--- config.mk ---
export PLATFORM = sky130hd
export DESIGN_NAME = wo_interp_flat
export DESIGN_NICKNAME = d
export VERILOG_FILES = /design/src/hdl/assert_macros.svh /design/src/hdl/wo_pkg.sv /design/src/hdl/wo_if.sv /design/src/hdl/wo_interp.sv /design/src/flat_wrapper.sv
export SDC_FILE = /design/constraint.sdc
export NUM_CORES = 1
export LEC_CHECK = 0
export ABC_AREA = 1
export BUFFER_PORTS_ARGS = -buffer_cell sky130_fd_sc_hd__buf_4
export CORE_ASPECT_RATIO = 1.5
export CORE_UTILIZATION = 50
export CTS_CLUSTER_SIZE = 14
export DETAILED_ROUTE_END_ITERATION = 8
export HOLD_SLACK_MARGIN = 0.03
export MAX_ROUTING_LAYER = met4
export PLACE_DENSITY = 0.7
export RECOVER_POWER = 25
export SLEW_MARGIN = 15
export SYNTH_ARGS = -nofsm -noshare
export SYNTH_HDL_FRONTEND = slang
export SYNTH_SLANG_ARGS = --single-unit
--- constraint.sdc ---
create_clock -name clk -period 7.8 [get_ports clk]
set_input_delay 1.56 -clock clk [delete_from_list [all_inputs] [get_ports clk]]
set_output_delay 1.56 -clock clk [all_outputs]
set_load 0.05 [all_outputs]
--- src/hdl/assert_macros.svh ---
// assertion macros shared by the rtl
// no dependencies; define SYNTHESIS to compile the checks out
`ifndef ASSERT_MACROS_SVH
`define ASSERT_MACROS_SVH

`ifndef SYNTHESIS

// same-cycle implication
`define ASSERT_IMPLY(label, clk, rst, ante, cons) \
  label: assert property (@(posedge clk) disable iff (rst) (ante) |-> (cons)) \
    else $error("assertion failed");

// next-cycle implication
`define ASSERT_NEXT(label, clk, rst, ante, cons) \
  label: assert property (@(posedge clk) disable iff (rst) (ante) |=> (cons)) \
    else $error("assertion failed");

`else

`define ASSERT_IMPLY(label, clk, rst, ante, cons)
`define ASSERT_NEXT(label, clk, rst, ante, cons)

`endif

`endif

--- src/hdl/wo_pkg.sv ---
// wavetable oscillator package: sizes, codes and request structs
// no dependencies; used by the interfaces and every module but wo_ram
package wo_pkg;

  // table geometry (TABLE_LENGTH must be a power of two)
  localparam int TABLE_LENGTH  = 1024;
  localparam int TABLE_COUNT   = 16;
  localparam int FRACTION_BITS = 16;

  // fixed field widths
  localparam int SAMPLE_W = 16;
  localparam int ADDR_W   = 14;
  localparam int STEP_W   = 26;
  localparam int SEL_W    = 4;
  localparam int REG_W    = 2;
  localparam int CFG_W    = 26;

  // derived sizes
  localparam int ENTRY_W     = $clog2(TABLE_LENGTH);
  localparam int TABLE_W     = (TABLE_COUNT > 1) ? $clog2(TABLE_COUNT) : 1;
  localparam int PHASE_W     = ENTRY_W + FRACTION_BITS;
  localparam int STORE_DEPTH = TABLE_COUNT * TABLE_LENGTH;
  localparam int BANK_DEPTH  = STORE_DEPTH / 2;
  localparam int BANK_AW     = $clog2(BANK_DEPTH);
  localparam int PROD_W      = SAMPLE_W + FRACTION_BITS + 2;

  localparam logic [FRACTION_BITS-1:0] FRAC_HALF = FRACTION_BITS'(1 << (FRACTION_BITS - 1));

  typedef enum logic {
    CMD_TICK  = 1'b0,
    CMD_WRITE = 1'b1
  } command_t;

  typedef enum logic [REG_W-1:0] {
    REG_PHASE_STEP   = 2'd0,
    REG_TABLE_SELECT = 2'd1,
    REG_ENABLE       = 2'd2
  } reg_index_t;

  // table word write into the banked store
  typedef struct packed {
    logic                en;
    logic [ADDR_W-1:0]   addr;
    logic [SAMPLE_W-1:0] data;
  } wr_req_t;

  // pair read: entry and its successor within one table
  typedef struct packed {
    logic               en;
    logic [TABLE_W-1:0] tbl;
    logic [ENTRY_W-1:0] entry;
  } rd_req_t;

endpackage

--- src/hdl/wo_if.sv ---


interface wo_out_if;
  logic                               valid;
  logic                               ready;
  logic signed [wo_pkg::SAMPLE_W-1:0] sample;
  logic [wo_pkg::SAMPLE_W-1:0]        sample_unipolar;
  modport source (output valid, sample, sample_unipolar, input ready);
  modport sink (input valid, sample, sample_unipolar, output ready);
endinterface

--- src/hdl/wo_interp.sv ---
// linear interpolation pipeline: multiply stage, round-and-add output stage
// depends on wo_pkg and wo_out_if
module wo_interp (
  input  logic                               clk,
  input  logic                               rst,
  input  logic                               in_valid,
  output logic                               in_ready,
  input  logic                               play,
  input  logic [wo_pkg::FRACTION_BITS-1:0]   frac,
  input  logic signed [wo_pkg::SAMPLE_W-1:0] word_a,
  input  logic signed [wo_pkg::SAMPLE_W-1:0] word_b,
  wo_out_if.source                           results
);

  logic                                  s2_valid;
  logic signed [wo_pkg::SAMPLE_W-1:0]    s2_a;
  logic signed [wo_pkg::PROD_W-1:0]      s2_prod;
  logic                                  out_valid;
  logic signed [wo_pkg::SAMPLE_W-1:0]    sample;

  logic                                  out_free;
  logic signed [wo_pkg::SAMPLE_W:0]      diff;
  logic signed [wo_pkg::FRACTION_BITS:0] frac_s;
  logic signed [wo_pkg::PROD_W-1:0]      prod;
  logic signed [wo_pkg::PROD_W-1:0]      rounded;
  logic signed [wo_pkg::PROD_W-1:0]      step;
  logic signed [wo_pkg::SAMPLE_W-1:0]    sample_next;

  assign out_free = !out_valid || results.ready;
  assign in_ready = !s2_valid || out_free;

  always_comb begin
    diff   = (wo_pkg::SAMPLE_W + 1)'(word_b) - (wo_pkg::SAMPLE_W + 1)'(word_a);
    frac_s = $signed({1'b0, frac});
    prod   = diff * frac_s;
  end

  // floor shift after adding one half: round half up
  always_comb begin
    rounded     = s2_prod + wo_pkg::PROD_W'(wo_pkg::FRAC_HALF);
    step        = rounded >>> wo_pkg::FRACTION_BITS;
    sample_next = s2_a + step[wo_pkg::SAMPLE_W-1:0];
  end

  always_ff @(posedge clk) begin
    if (rst) begin
      s2_valid  <= 1'b0;
      out_valid <= 1'b0;
    end else begin
      if (in_ready) begin
        s2_valid <= in_valid;
      end
      if (out_free) begin
        out_valid <= s2_valid;
      end
    end
  end

  // muted ticks carry zero through both stages
  always_ff @(posedge clk) begin
    if (in_valid && in_ready) begin
      s2_a    <= play ? word_a : '0;
      s2_prod <= play ? prod : '0;
    end
    if (s2_valid && out_free) begin
      sample <= sample_next;
    end
  end

  assign results.valid           = out_valid;
  assign results.sample          = sample;
  assign results.sample_unipolar = {~sample[wo_pkg::SAMPLE_W-1], sample[wo_pkg::SAMPLE_W-2:0]};

endmodule
--- src/flat_wrapper.sv ---
// flat-port wrapper written by rule: the top's interface ports become plain ports
module wo_interp_flat 
  (clk, rst, in_valid, in_ready, play, frac, word_a, word_b, results_valid, results_sample, results_sample_unipolar, results_ready);
  wo_out_if results_i ();
  input  logic clk;
  input  logic rst;
  input  logic in_valid;
  output logic in_ready;
  input  logic play;
  input  logic [wo_pkg::FRACTION_BITS-1:0] frac;
  input  logic signed [wo_pkg::SAMPLE_W-1:0] word_a;
  input  logic signed [wo_pkg::SAMPLE_W-1:0] word_b;
  output wire logic [$bits(results_i.valid)-1:0] results_valid;
  output wire logic [$bits(results_i.sample)-1:0] results_sample;
  output wire logic [$bits(results_i.sample_unipolar)-1:0] results_sample_unipolar;
  input wire logic [$bits(results_i.ready)-1:0] results_ready;
  assign results_valid = results_i.valid;
  assign results_sample = results_i.sample;
  assign results_sample_unipolar = results_i.sample_unipolar;
  assign results_i.ready = results_ready;
  wo_interp u_core (.clk(clk), .rst(rst), .in_valid(in_valid), .in_ready(in_ready), .play(play), .frac(frac), .word_a(word_a), .word_b(word_b), .results(results_i));
endmodule
==> flow_metrics.py <==
metrics = {
    "routing": {
        "drt_iter0_drc": 674,
        "routedWlPerCell_microns": 18.6,
        "routed_wl_microns": 45000,
        "vias": 12700,
        "dr.pass1.iters": 5,
        "postRouteAntennaNets": 0,
        "vias_per_cell": 5.25,
        "drc": 0,
    },
    "cts": {
        "worstSkewPairLatency_ns": 0.31,
        "clk_pin_slew_ns": 0.08,
        "cts_max_path_buffers": 2,
        "htree_num_levels": 2,
        "cts_tree": "done",
        "cts-root-buf": "clkbuf_16",
        "cts_made_buffers": 5,
        "cts.sinks": 51,
    },
    "synth": {
        "synth_top_area_share_pct": 36.8,
        "synth-seq-cells": 51,
        "synth_cell_type_count": 48,
        "yosys-top-cells-area": "fa_1 37%, inv_1 13%, edfxtp_1 10%, ha_1 10%, nand2_1 7.4%",
        "syn_avg_cell_area_sq_um": 7.96,
        "synth_nets": 2211,
        "synth_flop_cell": "edfxtp_1",
        "ys_async_sr_fraction_pct": 0,
        "ys_seq_area_share_pct": 10.7,
        "yosys.area.top_type": "fa_1",
        "syn_area_sq_mm": 0.0142,
        "synth_edf_count": 49,
        "syn_inst": 1781,
        "yosys_warnings": 0,
    },
    "setup_path": {
        "worst_path_largest_cell_delay_ns": 0.55,
        "critPathSlowestCell": "fa_1",
        "required_ns": 7.87,
        "rr_worst_depth": 18,
        "path_class": "input port to flop",
        "crit_arrival_ns": 7.76,
        "crit_fanout": 5,
        "cp-end-kind": "flop",
        "start_kind": "input port",
    },
    "final_layout": {
        "layout_common_cells": "428 x inv_1, 300 x buf_4, 236 x nand2_1",
        "fin_nets": 2502,
        "final_common_cell": "inv_1",
        "finish.instance_area_sq_mm": 0.0184,
        "n_antenna_cell": 0,
        "drive_gt1_share_pct": 31.0,
        "syn2layout_area_growth_pct": 30.0,
    },
    "global_route": {
        "grt_usage_pct": 32.1,
        "grt_pass1_vias": 13600,
        "gr-total-overflow": 0,
        "antenna_found_initial": 0,
        "grt_pass1_wl_microns": 67500,
        "grt_max_degree": 34,
    },
    "timing": {
        "hold_ws_ns": 0.475,
        "rsz0062_at_grt": "yes",
        "maxSlewHeadroom_pct": 56.7,
        "setup-violations-final": 0,
        "fin_setup_tns_ns": 0,
        "fin_crit_sh_pct": 98.5,
        "hold_viol_final": 0,
        "slew_violations": 0,
        "fin_skew_ns": 0.0158,
        "layout_setup_ws_ns": 0.115,
        "worst_slew_pin_slew_ns": 0.645,
        "fmax_mhz": 130,
        "min_period_ns": 7.69,
    },
    "placed_design": {
        "post_dp_cell_area_sq_mm": 0.0166,
        "post-place-ws_ns": -0.677,
        "dp_hpwl_microns": 37200,
        "io_buffers": 86,
        "place_congestion": 0.979,
    },
    "die": {
        "die_h_microns": 208,
        "io_pins": 87,
        "rows": 75,
        "core_region_area_sq_mm": 0.0280,
        "initial_utilization_pct": 50.7,
        "die_area_sq_mm": 0.0291,
        "die_x_microns": 140,
    },
    "hold_path": {
        "holdPathStages": 2,
        "hold_class": "flop to flop",
    },
    "status": {
        "status": "complete, no violations",
    },
    "flow_run": {
        "cap_violations": 0,
    },
}
cells by family after synthesis:
group	share of synthesized area, %
AO/OA/AOI/OAI	6.19
XOR/XNOR	3.06
adder cells (fa/ha/maj)	47.1
buffers and inverters	14.8
flip-flops	10.7
AND/OR/NAND/NOR	18.2
registers in the layout, indices dropped and copies added, names as in the netlist:
signal and cells:
u_core.s2_valid 1, u_core.results.sample 16, u_core.s2_prod 17, u_core.s2_a 16, u_core.results.valid 1
final timing paths:
check / start / to / slack, ns
worst max register to register: u_core.s2_prod[18]$_SDFFCE_PN0P_ / u_core.results.sample[13]$_DFFE_PP_ / 4.71
worst min-delay path: u_core.s2_valid$_SDFFE_PP0N_ / u_core.results.valid$_SDFFE_PP0P_ / 0.48
worst min register to register: u_core.s2_valid$_SDFFE_PP0N_ / u_core.results.valid$_SDFFE_PP0P_ / 0.48
worst max-delay path: word_b[0] / u_core.s2_prod[23]$_SDFFCE_PN0P_ / 0.11
routing by layer:
| metal | vias up | GRT usage, % | wire [microns] |
|---|---|---|---|
| li1 | 5856 | - | - |
| met1 | 6162 | 30.1 | 14600 |
| met2 | 468 | 59.6 | 24000 |
| met3 | 211 | 2.42 | 1880 |
| met4 | 0 | 25.6 | 4480 |
| met5 | - | - | 0 |
final cells by class:
type | count | area [sq um]
clock buffers | 5 | 125
repair buffers | 330 | 2640
inverters | 493 | 1870
clock inverters | 3 | 46.3
multi-input cells | 1191 | 11800
well taps | 346 | 433
flip-flops and latches | 51 | 1510
fillers | 2333 | 9540
synthesized netlist by cell type, types with 8 or more instances:
| master | instances |
|---|---|
| a21o_1 | 9 |
| clkbuf_1 | 25 |
| xor2_1 | 32 |
| inv_1 | 474 |
| nand2_1 | 279 |
| clkinv_1 | 8 |
| a21oi_1 | 81 |
| edfxtp_1 | 49 |
| o21ai_0 | 33 |
| nor2_2 | 11 |
| nand3_1 | 85 |
| inv_2 | 10 |
| buf_4 | 17 |
| fa_1 | 261 |
| or2_2 | 13 |
| nand2_2 | 9 |
| ha_1 | 116 |
| xnor2_1 | 12 |
| nor2_1 | 188 |
per-stage QoR:
stage	util (%)	instances
after CTS	61.4	2388
after global routing	65.9	2419
after floorplan	-	1781
final	65.9	2419
after detailed placement	59.5	2377
after global placement	59.5	2377
critical path, delay by kind of cell:
kind | cells | cell delay [ns]
buf+inv | 10 | 0.73
simple gates | 13 | 1.18
fa+ha+maj | 9 | 3.94
compound gates | 2 | 0.33
timing repair:
action	4_1_cts	5_1_grt
pin swaps	29	165
hold buffers	0	0
resized for setup	68	281
endpoints found under the setup margin	15	17
buffers inserted	3	34
Power is left out: the tool's default activity adds up to more than one toggle a clock period on the data nets, which glitch-free logic cannot reach.
